===== config.mk =====
export PLATFORM = sky130hd
export DESIGN_NAME = event_queue_timer_scheduler_flat
export DESIGN_NICKNAME = d
export VERILOG_FILES = /design/src/design/evq_pkg.sv /design/src/design/evq_if.sv /design/src/design/evq_ring.sv /design/src/design/event_queue_timer_scheduler.sv /design/src/flat_wrapper.sv
export SDC_FILE = /design/constraint.sdc
export NUM_CORES = 1
export LEC_CHECK = 0
export BUFFER_PORTS_ARGS = -buffer_cell sky130_fd_sc_hd__buf_2
export CAP_MARGIN = 5
export CORE_ASPECT_RATIO = 0.9
export CORE_UTILIZATION = 50
export DETAILED_ROUTE_END_ITERATION = 16
export PLACE_DENSITY = 0.64
export SLEW_MARGIN = 0
export SYNTH_ARGS = -nofsm -noshare
export SYNTH_HDL_FRONTEND = slang
export SYNTH_SLANG_ARGS = --single-unit

===== constraint.sdc =====
create_clock -name clock -period 6.5 [get_ports clock]
set_clock_uncertainty 0.15 [all_clocks]
set_input_delay 0.65 -clock clock [delete_from_list [all_inputs] [get_ports clock]]
set_output_delay 0.65 -clock clock [all_outputs]
set_load 0.01 [all_outputs]

===== src/design/evq_pkg.sv =====
// Package for the event queue timer scheduler: opcodes, status codes,
// sequencer states and shared structs. No dependencies.
package evq_pkg;

   localparam logic [1:0] KIND_POST   = 2'd0;
   localparam logic [1:0] KIND_POP    = 2'd1;
   localparam logic [1:0] KIND_CANCEL = 2'd2;
   localparam logic [1:0] KIND_TICK   = 2'd3;

   localparam logic [1:0] STAT_OK      = 2'd0;
   localparam logic [1:0] STAT_FULL    = 2'd1;
   localparam logic [1:0] STAT_NO_SLOT = 2'd2;
   localparam logic [1:0] STAT_ZERO_ID = 2'd3;

   typedef enum logic [3:0] {
      ST_IDLE,
      ST_POST,
      ST_POST_SCAN,
      ST_POP,
      ST_POP_DATA,
      ST_CANCEL,
      ST_TICK_SCAN,
      ST_TICK_EXEC,
      ST_DONE
   } state_type;

   // one timer slot as stored in the slot memory
   typedef struct packed {
      logic [15:0] rem;
      logic [7:0]  id;
      logic [15:0] hw;
   } slot_entry_type;

   // ring buffer requests from the sequencer
   typedef struct packed {
      logic        push;
      logic        pop;
      logic [7:0]  id;
      logic [15:0] hw;
   } ring_ctl_type;

endpackage


===== src/design/evq_if.sv =====
// Request and response channel interfaces (valid/ready plus payload).
// No dependencies.
interface evq_req_if;
   logic        valid;
   logic        ready;
   logic [1:0]  kind;
   logic [7:0]  event_id;
   logic [15:0] handler;
   logic [15:0] delay;
   logic [2:0]  timer_index;

   modport source (output valid, kind, event_id, handler, delay, timer_index,
                   input ready);
   modport sink   (input valid, kind, event_id, handler, delay, timer_index,
                   output ready);
endinterface

interface evq_rsp_if;
   logic        valid;
   logic        ready;
   logic [1:0]  status;
   logic [3:0]  timer_id;
   logic [7:0]  out_event_id;
   logic [15:0] out_handler;
   logic [3:0]  fired_count;
   logic [3:0]  queued_now;
   logic [3:0]  queued_peak;
   logic [3:0]  timers_now;
   logic [3:0]  timers_peak;

   modport source (output valid, status, timer_id, out_event_id, out_handler,
                   fired_count, queued_now, queued_peak, timers_now,
                   timers_peak,
                   input ready);
   modport sink   (input valid, status, timer_id, out_event_id, out_handler,
                   fired_count, queued_now, queued_peak, timers_now,
                   timers_peak,
                   output ready);
endinterface


===== src/design/evq_ring.sv =====
// Event ring buffer: id/handler memory with pointers, fill and peak count.
// Depends on evq_pkg.
module evq_ring #(
   parameter int EVENT_DEPTH = 16
) (
   input  logic                            clock,
   input  logic                            reset,
   input  evq_pkg::ring_ctl_type           ctl,
   output logic                            full,
   output logic                            empty,
   output logic [$clog2(EVENT_DEPTH)-1:0]  fill,
   output logic [$clog2(EVENT_DEPTH)-1:0]  peak,
   output logic [7:0]                      rd_id,
   output logic [15:0]                     rd_hw
);
   import evq_pkg::*;

   localparam int PW = $clog2(EVENT_DEPTH);

   logic [7:0]    mem_id [EVENT_DEPTH];
   logic [15:0]   mem_hw [EVENT_DEPTH];
   logic [PW-1:0] wp_ff, wp_in, rp_ff, rp_in;
   logic [PW-1:0] fill_ff, fill_in, peak_ff, peak_in;
   logic [7:0]    rd_id_ff;
   logic [15:0]   rd_hw_ff;

   // capacity is one less than the depth
   assign full  = (fill_ff == PW'(EVENT_DEPTH - 1));
   assign empty = (fill_ff == '0);
   assign fill  = fill_ff;
   assign peak  = peak_ff;
   assign rd_id = rd_id_ff;
   assign rd_hw = rd_hw_ff;

   always_comb begin
      wp_in   = wp_ff;
      rp_in   = rp_ff;
      fill_in = fill_ff;
      peak_in = peak_ff;
      if (ctl.push && !full) begin
         wp_in   = (wp_ff == PW'(EVENT_DEPTH - 1)) ? '0 : wp_ff + PW'(1);
         fill_in = fill_ff + PW'(1);
         if (fill_in > peak_ff) begin
            peak_in = fill_in;
         end
      end else if (ctl.pop && !empty) begin
         rp_in   = (rp_ff == PW'(EVENT_DEPTH - 1)) ? '0 : rp_ff + PW'(1);
         fill_in = fill_ff - PW'(1);
      end
   end

   always_ff @(posedge clock) begin
      if (reset) begin
         wp_ff   <= '0;
         rp_ff   <= '0;
         fill_ff <= '0;
         peak_ff <= '0;
      end else begin
         wp_ff   <= wp_in;
         rp_ff   <= rp_in;
         fill_ff <= fill_in;
         peak_ff <= peak_in;
      end
   end

   always_ff @(posedge clock) begin
      if (ctl.push && !full) begin
         mem_id[wp_ff] <= ctl.id;
         mem_hw[wp_ff] <= ctl.hw;
      end
      if (ctl.pop) begin
         rd_id_ff <= mem_id[rp_ff];
         rd_hw_ff <= mem_hw[rp_ff];
      end
   end

endmodule


===== src/design/event_queue_timer_scheduler.sv =====
// Event queue with software timer slots, run by a small sequencer.
// Depends on evq_pkg, evq_if (evq_req_if, evq_rsp_if) and evq_ring.
//
// Usage:
//   req_chan carries one command transaction (post, pop, cancel, tick);
//   rsp_chan returns exactly one result transaction per command, in order.
//   csr_wr_en/csr_wr_data write tick_interval; write only while idle.
// Sequence: a delayed post scans the slots for the lowest free one; a
//   tick walks all TIMER_SLOTS slots in order (idle slots pass through
//   the scan state only, active ones also through the exec state: slot
//   memory read, then the shared compare/subtract unit). A tick at
//   interval 0 skips the scan. Zero-delay post, zero id, cancel and pop
//   need no scan.
// Throughput: one command in flight; req_chan.ready is high only while the
//   sequencer is idle. The finished result sits in an output register, so
//   the next command is taken while the previous result waits.
// Stall: if rsp_chan is stalled and a second result is done, the sequencer
//   holds in its done state until the output register drains.
// Reset: queue empty, all slots free, counters and peaks zero,
//   tick_interval = 1. No clearing pass: slot validity lives in flip-flops.
module event_queue_timer_scheduler #(
   parameter int EVENT_DEPTH = 16,
   parameter int TIMER_SLOTS = 8
) (
   input  logic        clock,
   input  logic        reset,
   evq_req_if.sink     req_chan,
   evq_rsp_if.source   rsp_chan,
   input  logic        csr_wr_en,
   input  logic [15:0] csr_wr_data
);
   import evq_pkg::*;

   localparam int FW = $clog2(EVENT_DEPTH);
   localparam int SW = (TIMER_SLOTS > 1) ? $clog2(TIMER_SLOTS) : 1;
   localparam int AW = $clog2(TIMER_SLOTS + 1);

   // sequencer control
   state_type        state_ff, state_in;
   logic             rsp_valid_ff, rsp_valid_in;
   logic [TIMER_SLOTS-1:0] slot_valid_ff, slot_valid_in;
   logic [AW-1:0]    active_ff, active_in, active_peak_ff, active_peak_in;
   logic [15:0]      tick_interval_ff, tick_interval_in;

   // latched command and working values
   logic [1:0]       kind_ff, kind_in;
   logic [7:0]       id_ff, id_in;
   logic [15:0]      hw_ff, hw_in;
   logic [15:0]      delay_ff, delay_in;
   logic [2:0]       tidx_ff, tidx_in;
   logic [SW-1:0]    idx_ff, idx_in;
   logic [1:0]       status_ff, status_in;
   logic [3:0]       timer_id_ff, timer_id_in;
   logic [AW-1:0]    fired_ff, fired_in;
   logic [7:0]       oid_ff, oid_in;
   logic [15:0]      ohw_ff, ohw_in;

   // slot memory
   slot_entry_type   slot_mem [TIMER_SLOTS];
   slot_entry_type   slot_rd_ff;
   slot_entry_type   slot_wdata;
   logic             slot_we;
   logic             rsp_load;

   // ring buffer
   ring_ctl_type     ring_ctl;
   logic             ring_full, ring_empty;
   logic [FW-1:0]    ring_fill, ring_peak;
   logic [7:0]       ring_rd_id;
   logic [15:0]      ring_rd_hw;

   // output register
   logic [1:0]       r_status_ff;
   logic [3:0]       r_timer_id_ff, r_fired_ff, r_qnow_ff, r_qpeak_ff;
   logic [3:0]       r_tnow_ff, r_tpeak_ff;
   logic [7:0]       r_oid_ff;
   logic [15:0]      r_ohw_ff;

   logic             idx_last;
   logic             cancel_hit;
   logic [SW-1:0]    cancel_idx;

   evq_ring #(.EVENT_DEPTH(EVENT_DEPTH)) u_ring (
      .clock (clock),
      .reset (reset),
      .ctl   (ring_ctl),
      .full  (ring_full),
      .empty (ring_empty),
      .fill  (ring_fill),
      .peak  (ring_peak),
      .rd_id (ring_rd_id),
      .rd_hw (ring_rd_hw)
   );

   assign req_chan.ready = (state_ff == ST_IDLE);

   assign rsp_chan.valid        = rsp_valid_ff;
   assign rsp_chan.status       = r_status_ff;
   assign rsp_chan.timer_id     = r_timer_id_ff;
   assign rsp_chan.out_event_id = r_oid_ff;
   assign rsp_chan.out_handler  = r_ohw_ff;
   assign rsp_chan.fired_count  = r_fired_ff;
   assign rsp_chan.queued_now   = r_qnow_ff;
   assign rsp_chan.queued_peak  = r_qpeak_ff;
   assign rsp_chan.timers_now   = r_tnow_ff;
   assign rsp_chan.timers_peak  = r_tpeak_ff;

   assign idx_last   = (idx_ff == SW'(TIMER_SLOTS - 1));
   assign cancel_idx = SW'(tidx_ff);
   // out-of-range cancel index is ignored
   assign cancel_hit = (32'(tidx_ff) < TIMER_SLOTS) && slot_valid_ff[cancel_idx];

   always_comb begin
      state_in         = state_ff;
      rsp_valid_in     = rsp_valid_ff;
      slot_valid_in    = slot_valid_ff;
      active_in        = active_ff;
      active_peak_in   = active_peak_ff;
      tick_interval_in = csr_wr_en ? csr_wr_data : tick_interval_ff;
      kind_in          = kind_ff;
      id_in            = id_ff;
      hw_in            = hw_ff;
      delay_in         = delay_ff;
      tidx_in          = tidx_ff;
      idx_in           = idx_ff;
      status_in        = status_ff;
      timer_id_in      = timer_id_ff;
      fired_in         = fired_ff;
      oid_in           = oid_ff;
      ohw_in           = ohw_ff;
      ring_ctl         = '{push: 1'b0, pop: 1'b0, id: id_ff, hw: hw_ff};
      slot_we          = 1'b0;
      slot_wdata       = '{rem: delay_ff, id: id_ff, hw: hw_ff};
      rsp_load         = 1'b0;

      if (rsp_chan.ready) begin
         rsp_valid_in = 1'b0;
      end

      unique case (state_ff)
         ST_IDLE: begin
            if (req_chan.valid) begin
               kind_in     = req_chan.kind;
               id_in       = req_chan.event_id;
               hw_in       = req_chan.handler;
               delay_in    = req_chan.delay;
               tidx_in     = req_chan.timer_index;
               idx_in      = '0;
               status_in   = STAT_OK;
               timer_id_in = 4'(TIMER_SLOTS);
               fired_in    = '0;
               oid_in      = '0;
               ohw_in      = '0;
               unique case (req_chan.kind)
                  KIND_POST:   state_in = ST_POST;
                  KIND_POP:    state_in = ST_POP;
                  KIND_CANCEL: state_in = ST_CANCEL;
                  KIND_TICK:   state_in = (tick_interval_ff == '0) ? ST_DONE
                                                                   : ST_TICK_SCAN;
                  default:     state_in = ST_DONE;
               endcase
            end
         end
         ST_POST: begin
            priority if (id_ff == '0) begin
               status_in = STAT_ZERO_ID;
               state_in  = ST_DONE;
            end else if (delay_ff == '0) begin
               if (ring_full) begin
                  status_in = STAT_FULL;
               end else begin
                  ring_ctl.push = 1'b1;
               end
               state_in = ST_DONE;
            end else begin
               state_in = ST_POST_SCAN;
            end
         end
         ST_POST_SCAN: begin
            // lowest free slot, one slot per cycle
            priority if (!slot_valid_ff[idx_ff]) begin
               slot_we               = 1'b1;
               slot_valid_in[idx_ff] = 1'b1;
               active_in             = active_ff + AW'(1);
               if (active_in > active_peak_ff) begin
                  active_peak_in = active_in;
               end
               timer_id_in = 4'(idx_ff);
               state_in    = ST_DONE;
            end else if (idx_last) begin
               status_in = STAT_NO_SLOT;
               state_in  = ST_DONE;
            end else begin
               idx_in = idx_ff + SW'(1);
            end
         end
         ST_POP: begin
            if (ring_empty) begin
               state_in = ST_DONE;
            end else begin
               ring_ctl.pop = 1'b1;
               state_in     = ST_POP_DATA;
            end
         end
         ST_POP_DATA: begin
            oid_in   = ring_rd_id;
            ohw_in   = ring_rd_hw;
            state_in = ST_DONE;
         end
         ST_CANCEL: begin
            if (cancel_hit) begin
               slot_valid_in[cancel_idx] = 1'b0;
               active_in                 = active_ff - AW'(1);
            end
            state_in = ST_DONE;
         end
         ST_TICK_SCAN: begin
            // slot memory is read at idx_ff every cycle
            priority if (slot_valid_ff[idx_ff]) begin
               state_in = ST_TICK_EXEC;
            end else if (idx_last) begin
               state_in = ST_DONE;
            end else begin
               idx_in = idx_ff + SW'(1);
            end
         end
         ST_TICK_EXEC: begin
            slot_wdata = slot_rd_ff;
            priority if (slot_rd_ff.rem > tick_interval_ff) begin
               slot_we         = 1'b1;
               slot_wdata.rem  = slot_rd_ff.rem - tick_interval_ff;
            end else if (!ring_full) begin
               ring_ctl.push         = 1'b1;
               ring_ctl.id           = slot_rd_ff.id;
               ring_ctl.hw           = slot_rd_ff.hw;
               slot_valid_in[idx_ff] = 1'b0;
               active_in             = active_ff - AW'(1);
               fired_in              = fired_ff + AW'(1);
            end else begin
               // queue full: hold at one and retry next tick
               slot_we        = 1'b1;
               slot_wdata.rem = 16'd1;
               status_in      = STAT_FULL;
            end
            if (idx_last) begin
               state_in = ST_DONE;
            end else begin
               idx_in   = idx_ff + SW'(1);
               state_in = ST_TICK_SCAN;
            end
         end
         ST_DONE: begin
            if (!rsp_valid_ff || rsp_chan.ready) begin
               rsp_load     = 1'b1;
               rsp_valid_in = 1'b1;
               state_in     = ST_IDLE;
            end
         end
         default: state_in = ST_IDLE;
      endcase
   end

   always_ff @(posedge clock) begin
      if (reset) begin
         state_ff         <= ST_IDLE;
         rsp_valid_ff     <= 1'b0;
         slot_valid_ff    <= '0;
         active_ff        <= '0;
         active_peak_ff   <= '0;
         tick_interval_ff <= 16'd1;
      end else begin
         state_ff         <= state_in;
         rsp_valid_ff     <= rsp_valid_in;
         slot_valid_ff    <= slot_valid_in;
         active_ff        <= active_in;
         active_peak_ff   <= active_peak_in;
         tick_interval_ff <= tick_interval_in;
      end
   end

   always_ff @(posedge clock) begin
      kind_ff     <= kind_in;
      id_ff       <= id_in;
      hw_ff       <= hw_in;
      delay_ff    <= delay_in;
      tidx_ff     <= tidx_in;
      idx_ff      <= idx_in;
      status_ff   <= status_in;
      timer_id_ff <= timer_id_in;
      fired_ff    <= fired_in;
      oid_ff      <= oid_in;
      ohw_ff      <= ohw_in;
      if (rsp_load) begin
         r_status_ff   <= status_ff;
         r_timer_id_ff <= timer_id_ff;
         r_oid_ff      <= oid_ff;
         r_ohw_ff      <= ohw_ff;
         r_fired_ff    <= 4'(fired_ff);
         r_qnow_ff     <= 4'(ring_fill);
         r_qpeak_ff    <= 4'(ring_peak);
         r_tnow_ff     <= 4'(active_ff);
         r_tpeak_ff    <= 4'(active_peak_ff);
      end
   end

   // slot memory: one write port, one registered read port
   always_ff @(posedge clock) begin
      if (slot_we) begin
         slot_mem[idx_ff] <= slot_wdata;
      end
      slot_rd_ff <= slot_mem[idx_ff];
   end

endmodule


===== src/flat_wrapper.sv =====
// flat-port wrapper written by rule: the top's interface ports become plain ports
module event_queue_timer_scheduler_flat import evq_pkg::*;
#(
   parameter int EVENT_DEPTH = 16,
   parameter int TIMER_SLOTS = 8
)
  (clock, reset, csr_wr_en, csr_wr_data, req_chan_valid, req_chan_kind, req_chan_event_id, req_chan_handler, req_chan_delay, req_chan_timer_index, req_chan_ready, rsp_chan_valid, rsp_chan_status, rsp_chan_timer_id, rsp_chan_out_event_id, rsp_chan_out_handler, rsp_chan_fired_count, rsp_chan_queued_now, rsp_chan_queued_peak, rsp_chan_timers_now, rsp_chan_timers_peak, rsp_chan_ready);
  evq_req_if req_chan_i ();
  evq_rsp_if rsp_chan_i ();
  input  logic clock;
  input  logic reset;
  input  logic csr_wr_en;
  input  logic [15:0] csr_wr_data;
  input wire logic [$bits(req_chan_i.valid)-1:0] req_chan_valid;
  input wire logic [$bits(req_chan_i.kind)-1:0] req_chan_kind;
  input wire logic [$bits(req_chan_i.event_id)-1:0] req_chan_event_id;
  input wire logic [$bits(req_chan_i.handler)-1:0] req_chan_handler;
  input wire logic [$bits(req_chan_i.delay)-1:0] req_chan_delay;
  input wire logic [$bits(req_chan_i.timer_index)-1:0] req_chan_timer_index;
  output wire logic [$bits(req_chan_i.ready)-1:0] req_chan_ready;
  output wire logic [$bits(rsp_chan_i.valid)-1:0] rsp_chan_valid;
  output wire logic [$bits(rsp_chan_i.status)-1:0] rsp_chan_status;
  output wire logic [$bits(rsp_chan_i.timer_id)-1:0] rsp_chan_timer_id;
  output wire logic [$bits(rsp_chan_i.out_event_id)-1:0] rsp_chan_out_event_id;
  output wire logic [$bits(rsp_chan_i.out_handler)-1:0] rsp_chan_out_handler;
  output wire logic [$bits(rsp_chan_i.fired_count)-1:0] rsp_chan_fired_count;
  output wire logic [$bits(rsp_chan_i.queued_now)-1:0] rsp_chan_queued_now;
  output wire logic [$bits(rsp_chan_i.queued_peak)-1:0] rsp_chan_queued_peak;
  output wire logic [$bits(rsp_chan_i.timers_now)-1:0] rsp_chan_timers_now;
  output wire logic [$bits(rsp_chan_i.timers_peak)-1:0] rsp_chan_timers_peak;
  input wire logic [$bits(rsp_chan_i.ready)-1:0] rsp_chan_ready;
  assign req_chan_i.valid = req_chan_valid;
  assign req_chan_i.kind = req_chan_kind;
  assign req_chan_i.event_id = req_chan_event_id;
  assign req_chan_i.handler = req_chan_handler;
  assign req_chan_i.delay = req_chan_delay;
  assign req_chan_i.timer_index = req_chan_timer_index;
  assign req_chan_ready = req_chan_i.ready;
  assign rsp_chan_valid = rsp_chan_i.valid;
  assign rsp_chan_status = rsp_chan_i.status;
  assign rsp_chan_timer_id = rsp_chan_i.timer_id;
  assign rsp_chan_out_event_id = rsp_chan_i.out_event_id;
  assign rsp_chan_out_handler = rsp_chan_i.out_handler;
  assign rsp_chan_fired_count = rsp_chan_i.fired_count;
  assign rsp_chan_queued_now = rsp_chan_i.queued_now;
  assign rsp_chan_queued_peak = rsp_chan_i.queued_peak;
  assign rsp_chan_timers_now = rsp_chan_i.timers_now;
  assign rsp_chan_timers_peak = rsp_chan_i.timers_peak;
  assign rsp_chan_i.ready = rsp_chan_ready;
  event_queue_timer_scheduler #(.EVENT_DEPTH(EVENT_DEPTH), .TIMER_SLOTS(TIMER_SLOTS)) u_core (.clock(clock), .reset(reset), .req_chan(req_chan_i), .rsp_chan(rsp_chan_i), .csr_wr_en(csr_wr_en), .csr_wr_data(csr_wr_data));
endmodule

==> run summary, run 1 <==
crit share post-route = 67.0%
Comb pwr share = 17.9%
crit path DAT = 4.53 ns
Worst Tran Pin Value = 1.25 ns
async set-reset flop share out of synthesis = 0%
Max-slew headroom = 16.2%
M2 GR Usage = 33.5%
Final Hold Vio Count = 0
Levels on crit path = 12
Top delay family on crit path = simple AND/OR/NAND/NOR gates
Die Ht = 258 µm
total wire length = 81900 µm
CTS Buf Count = 94
Final nets = 2316
Post-Synthesis Cell Area = 36300 µm²
drt wl/cell = 25.3 µm
clock sink count = 951
grt ovf = 0
Cells after Synth = 2059
r2r endpoint = u_core.slot_mem[0][3]
Power Dens Cells = 395 nW/µm²
Clk pwr share = 33.2%
Setup Fix Bufs, Post-CTS = 0
HP Class = in2reg
worst r2r src = u_core.slot_rd_ff[24]
Crit path required time = 6.67 ns
Yosys reg bits = 951
Critical path origin = u_core.slot_rd_ff[24]
Psw = 4.67 mW
clk root buf = clkbuf_16
clk_lat worst skew = 0.65 ns
layout cell share with drive strength beyond 1 = 21.5%
largest area contributor in the netlist = edfxtp_1
sw frac = 28.6%
Final WS setup = 2.14 ns
CTS tree = built
CTS HTree Levels = 3
Max Buffers Root-to-Sink = 3
CP Capture Type = flop
YS warnings = 0
setup slack, reg-to-reg = 2.14 ns
met1 Usage GRT = 34.5%
R2R cell count = 12
Mapped Avg Cell Area = 17.7 µm²
kind of critical path = reg2reg
Remaining DRCs = 0
Post-Syn Nets = 2161
Worst Path Buf+Inv = 3
Inst Count DP = 3061
status = completed
Internal = 11.7 mW
most frequent CP cell = buf_4
clk slew on worst S/H paths = 0.06 ns
initial antenna violation count = 0
global route hottest layer = met1
pin count of the biggest net entering global routing = 65
Setup violations, final = 0
CP Cell Sequence = inv_1, ha_1, fa_1, nand2b_1, a211oi_1, o311a_1, o21ai_1, nand2_1, a21boi_1, buf_4, nor2_4, buf_4
Largest stage delay, worst path = 0.75 ns
first drt pass iteration count = 5
Die W = 286 µm
GR Util met3 = 4.05%
DIE AREA = 73800 µm²
number of nets with antenna violations after routing = 0
fin crit period = 4.36 ns
Synth area leaders = edfxtp_1 (71%), mux4_2 (7.4%), dfxtp_1 (5.1%)
vias in the first global route = 19300
most numerous cell in the Yosys netlist = edfxtp_1
CP Launch Type = flop
Post-DP HPWL = 47400 µm
Area Growth Syn to Fin = 13.9%
Synth top cells by count = edfxtp_1 (858), a22oi_1 (164), nand2_1 (128)
1st-iter DRT viols = 2008
Finished Core Util = 57.8%
GRT Util Overall = 22.4%
Hold Worst Slack = 0.0289 ns
Placer Congestion = 0.867
Max-Cap Viols = 0
number of synthesized flops with an enable pin = 858
sequential element share of the synthesized area = 76.0%
Leak Pwr = 13.5 nW
area of the core = 71700 µm²
RSZ-0062 raised after global routing = false
Post-synth top flop = edfxtp_1
# diodes = 0
post-route insts no fill = 3243
via count = 19400
Sequential Power Share = 48.9%
Initial Util = 50.7%
io pins = 118
area share of the largest cell type after synthesis = 70.9%
DP Worst Slack = 2.19 ns
post-DR vias/cell = 5.99
f_max = 0.230 GHz
worst setup path end = u_core.slot_mem[0][3]
first-pass GRT wire length = 122000 µm
Setup TNS = 0 ns
PortBufs = 117
max-slew violation count = 0
critical path's slowest cell = nor2_4
Core Rows = 93
library cells used by synthesis = 69
maximum fanout along the worst path = 25
Max VDD drop = 0.000246 V
## layout make-up
type                            instances  area, µm²
Tap cell                              950       1190
Multi-Input combinational cell        958       8330
Inverter                               40        150
Fill cell                            5372      30300
Clock buffer                          121       2530
Sequential cell                       951      27600
Timing Repair Buffer                  169       1010
Clock inverter                         54        571
## power by group through the flow
stage / logic (mW) / registers [mW] / clock network (mW)
floorplan: 1.88 / 7.96 / 0
global placement: 2.85 / 8.09 / 0
detailed placement: 2.89 / 8.11 / 0
CTS: 2.91 / 7.99 / 5.51
global route: 3.18 / 8.04 / 5.75
finish: 2.93 / 7.99 / 5.43
## how the worst min path moves through the flow
stage / startpoint / end / cells after the start
after global routing: req_chan_handler[0] / u_core.hw_ff[0] / 1
after detailed placement: u_core.ohw_ff[1] / u_core.rsp_chan.out_handler[1] / 0
after CTS: req_chan_handler[0] / u_core.hw_ff[0] / 1
after global placement: u_core.ohw_ff[1] / u_core.rsp_chan.out_handler[1] / 0
final: req_chan_delay[5] / u_core.delay_ff[5] / 1
after floorplan: u_core.oid_ff[0] / u_core.rsp_chan.out_event_id[0] / 0
## flip-flops by register name, summed over array words and instances (netlist names), 16 cells and up
name / flops
u_core.tick_interval_ff: 16
u_core.slot_rd_ff: 40
u_core.u_ring.mem_id: 128
u_core.slot_mem: 320
u_core.delay_ff: 16
u_core.u_ring.rd_hw: 16
u_core.u_ring.mem_hw: 256
u_core.ohw_ff: 16
u_core.rsp_chan.out_handler: 16
u_core.hw_ff: 16
## metrics by stage
| step | power, mW | instance area, µm² |
|---|---|---|
| 2_1_floorplan | 9.84 | 36300 |
| 3_3_place_gp | 10.9 | 38200 |
| 3_5_place_dp | 11.0 | 38200 |
| 4_1_cts | 16.4 | 41400 |
| 5_1_grt | 17.0 | 41400 |
| 6_report | 16.3 | 41400 |
## metal layers
metal	share of wire, %	wire length, µm
met1	45	36800
met2	46	37300
met3	7.7	6310
met4	1.7	1420
met5	0	0
## cells in the final DEF (no fill, tap or decap), drive strengths merged, types with 5 or more instances in the layout
cell type / count
edfxtp: 858
a22oi: 165
buf: 162
nand2: 128
clkbuf: 121
mux4: 120
nor2: 98
dfxtp: 93
nand4: 47
inv: 45
a21oi: 44
clkinv: 38
ha: 35
and3: 32
o21ai: 31
mux2i: 29
mux2: 27
nor3: 24
nand3: 21
a31oi: 15
nand2b: 13
nor4: 12
a211oi: 11
xnor2: 10
bufinv: 10
nor2b: 10
xor2: 8
o21a: 8
o311ai: 8
a21o: 7
dlygate4sd3: 7
nor4b: 5
## logic make-up (layout without fill, tap and decap cells)
logic type / after synthesis / after routing / synth area share (%)
mux: 176 / 176 / 9.08
fa+ha+maj: 36 / 36 / 1.26
compound gates: 318 / 318 / 6.17
buf+inv: 150 / 384 / 1.58
flops: 951 / 951 / 76.0
simple gates: 410 / 410 / 5.46
xor+xnor: 18 / 18 / 0.434
## timing repair
action | in CTS | in global routing
hold buffers | 7 | 0
resized for setup | 0 | 0
hold endpoints to repair | 7 | 0
Power figures use the tool's default switching activity.
==> run 2, diff against run 1 <==
--- a/config.mk
+++ b/config.mk
@@ -10,7 +10,7 @@
 export CORE_ASPECT_RATIO = 0.9
 export CORE_UTILIZATION = 50
 export DETAILED_ROUTE_END_ITERATION = 16
-export PLACE_DENSITY = 0.64
+export PLACE_DENSITY = 0.67
 export SLEW_MARGIN = 0
 export SYNTH_ARGS = -nofsm -noshare
 export SYNTH_HDL_FRONTEND = slang
==> constraint.sdc (replaced) <==
create_clock -name clock -period 4 [get_ports clock]
set_clock_uncertainty 0.15 [all_clocks]
set_input_delay 0.4 -clock clock [delete_from_list [all_inputs] [get_ports clock]]
set_output_delay 0.4 -clock clock [all_outputs]
set_load 0.01 [all_outputs]
==> run summary, run 2 (same netlist as run 1, synthesis figures left out) <==
HP Class = in2reg
CP Capture Type = flop
number of nets with antenna violations after routing = 0
io pins = 118
Largest regs = u_core.slot_mem: 320 flops, u_core.u_ring.mem_hw: 256 flops, u_core.u_ring.mem_id: 128 flops
Post-DP HPWL = 47800 µm
fill cell count = 5186
post-DR vias/cell = 5.94
via count = 19800
Die W = 286 µm
clk root buf = clkbuf_16
Placer Congestion = 0.883
post-layout instance area = 42600 µm²
RSZ-0062 raised after global routing = false
1st-iter DRT viols = 2127
Core Rows = 93
placed instance area = 38800 µm²
clk_lat worst skew = 0.67 ns
CTS HTree Levels = 3
f_max = 0.269 GHz
initial antenna violation count = 4
crit share post-route = 92.9%
status = completed
commonest non-fill, non-tap cell in the layout = edfxtp_1
first drt pass iteration count = 5
post-route insts no fill = 3333
Die Ht = 258 µm
Area Growth Syn to Fin = 17.1%
Finished Core Util = 59.4%
PortBufs = 117
Power Dens Cells = 630 nW/µm²
area of the multi-input gates = 8360 µm²
Max VDD drop = 0.000359 V
CTS Buf Count = 94
clock sink count = 951
grt ovf = 0
Max-Cap Viols = 0
Hold Worst Slack = 0.0507 ns
Final nets = 2409
GRT Util Overall = 22.6%
CP Launch Type = flop
Worst Tran Pin Value = 1.06 ns
maximum fanout along the worst path = 14
commonest cells after routing, fill and taps aside = edfxtp_1 (858), a22oi_1 (164), nand2_1 (128)
FF+latch area = 27600 µm²
Setup violations, final = 0
Setup Fix Bufs, Post-CTS = 0
Max Buffers Root-to-Sink = 3
CTS tree = built
Inst Count DP = 3097
Crit path required time = 4.17 ns
Leak Pwr = 14.0 nW
fin crit period = 3.72 ns
total wire length = 82200 µm
clk slew on worst S/H paths = 0.06 ns
layout cell share with drive strength beyond 1 = 22.6%
max-slew violation count = 0
Final Hold Vio Count = 0
Remaining DRCs = 0
# diodes = 0
pin count of the biggest net entering global routing = 51
vias in the first global route = 19700
area of the core = 71700 µm²
first-pass GRT wire length = 124000 µm
drt wl/cell = 24.7 µm
kind of critical path = reg2reg
Initial Util = 50.7%
Power, Total = 26.8 mW
max reg flops = 320
crit path DAT = 3.89 ns
DIE AREA = 73800 µm²
most flop-heavy register = u_core.slot_mem
Max-slew headroom = 29.2%
==> run 2: path summary, 6_finish.rpt <==
path / startpoint / end / slack [ns] / cells after the start
max: u_core.slot_rd_ff[24] / u_core.slot_mem[6][37] / 0.28 / 11
min: reset / u_core.tick_interval_ff[12] / 0.05 / 2
max reg2reg: u_core.slot_rd_ff[24] / u_core.slot_mem[6][37] / 0.28 / 11
min reg2reg: u_core.ohw_ff[9] / u_core.rsp_chan.out_handler[9] / 0.26 / 0
==> run 2: report_power, final <==
part           internal [mW]  total (mW)  switching, mW
clock network           5.16        8.85           3.69
logic                   1.62        5.02           3.40
registers               12.4        12.9          0.519
total                   19.2        26.8           7.61
==> run 2: critical path, cell delays in order, from the launching register on <==
cell and delay (ns):
dfxtp_1 0.34, inv_1 0.05, ha_1 0.21, fa_1 0.40
nand2b_1 0.20, a211oi_1 0.30, o311a_1 0.35, o21ai_1 0.12
buf_4 0.20, nor2_1 0.14, o211ai_1 0.11, o21ai_0 0.79
==> run 2: layout make-up <==
| cell class | instances | share of cell area [%] |
|---|---|---|
| multi-input combinational | 958 | 19.7 |
| clock inverter | 50 | 1.42 |
| sequential | 951 | 64.9 |
| tap | 950 | 2.79 |
| timing repair buffer | 262 | 4.87 |
| clock buffer | 122 | 5.96 |
| inverter | 40 | 0.353 |
==> run 2: metrics by stage <==
| step | setup WS [ns] | TNS (ns) |
|---|---|---|
| after floorplan | -0.280 | -78.44 |
| after global placement | 0.352 | 0 |
| after detailed placement | 0.346 | 0 |
| after CTS | 0.333 | 0 |
| after global routing | 0.201 | 0 |
| final | 0.283 | 0 |
==> run 2: what timing repair did <==
action                                 in CTS  in global routing
gates resized for setup                     0                  0
endpoints found under the hold margin      64                  0
setup endpoints to repair                   0                  0
hold buffers                               64                  0
==> run 2: per-layer routing <==
| metal | wire length [µm] | part of all wire, % | vias to the layer above | GRT usage, % |
|---|---|---|---|---|
| met4 | 1720 | 2.1 | 2 | 5.90 |
| met5 | 51 | 0.062 | - | 0 |
| met2 | 37900 | 46 | 833 | 34.6 |
| li1 | - | - | 8762 | - |
| met1 | 36200 | 44 | 10100 | 33.8 |
| met3 | 6380 | 7.8 | 117 | 3.96 |
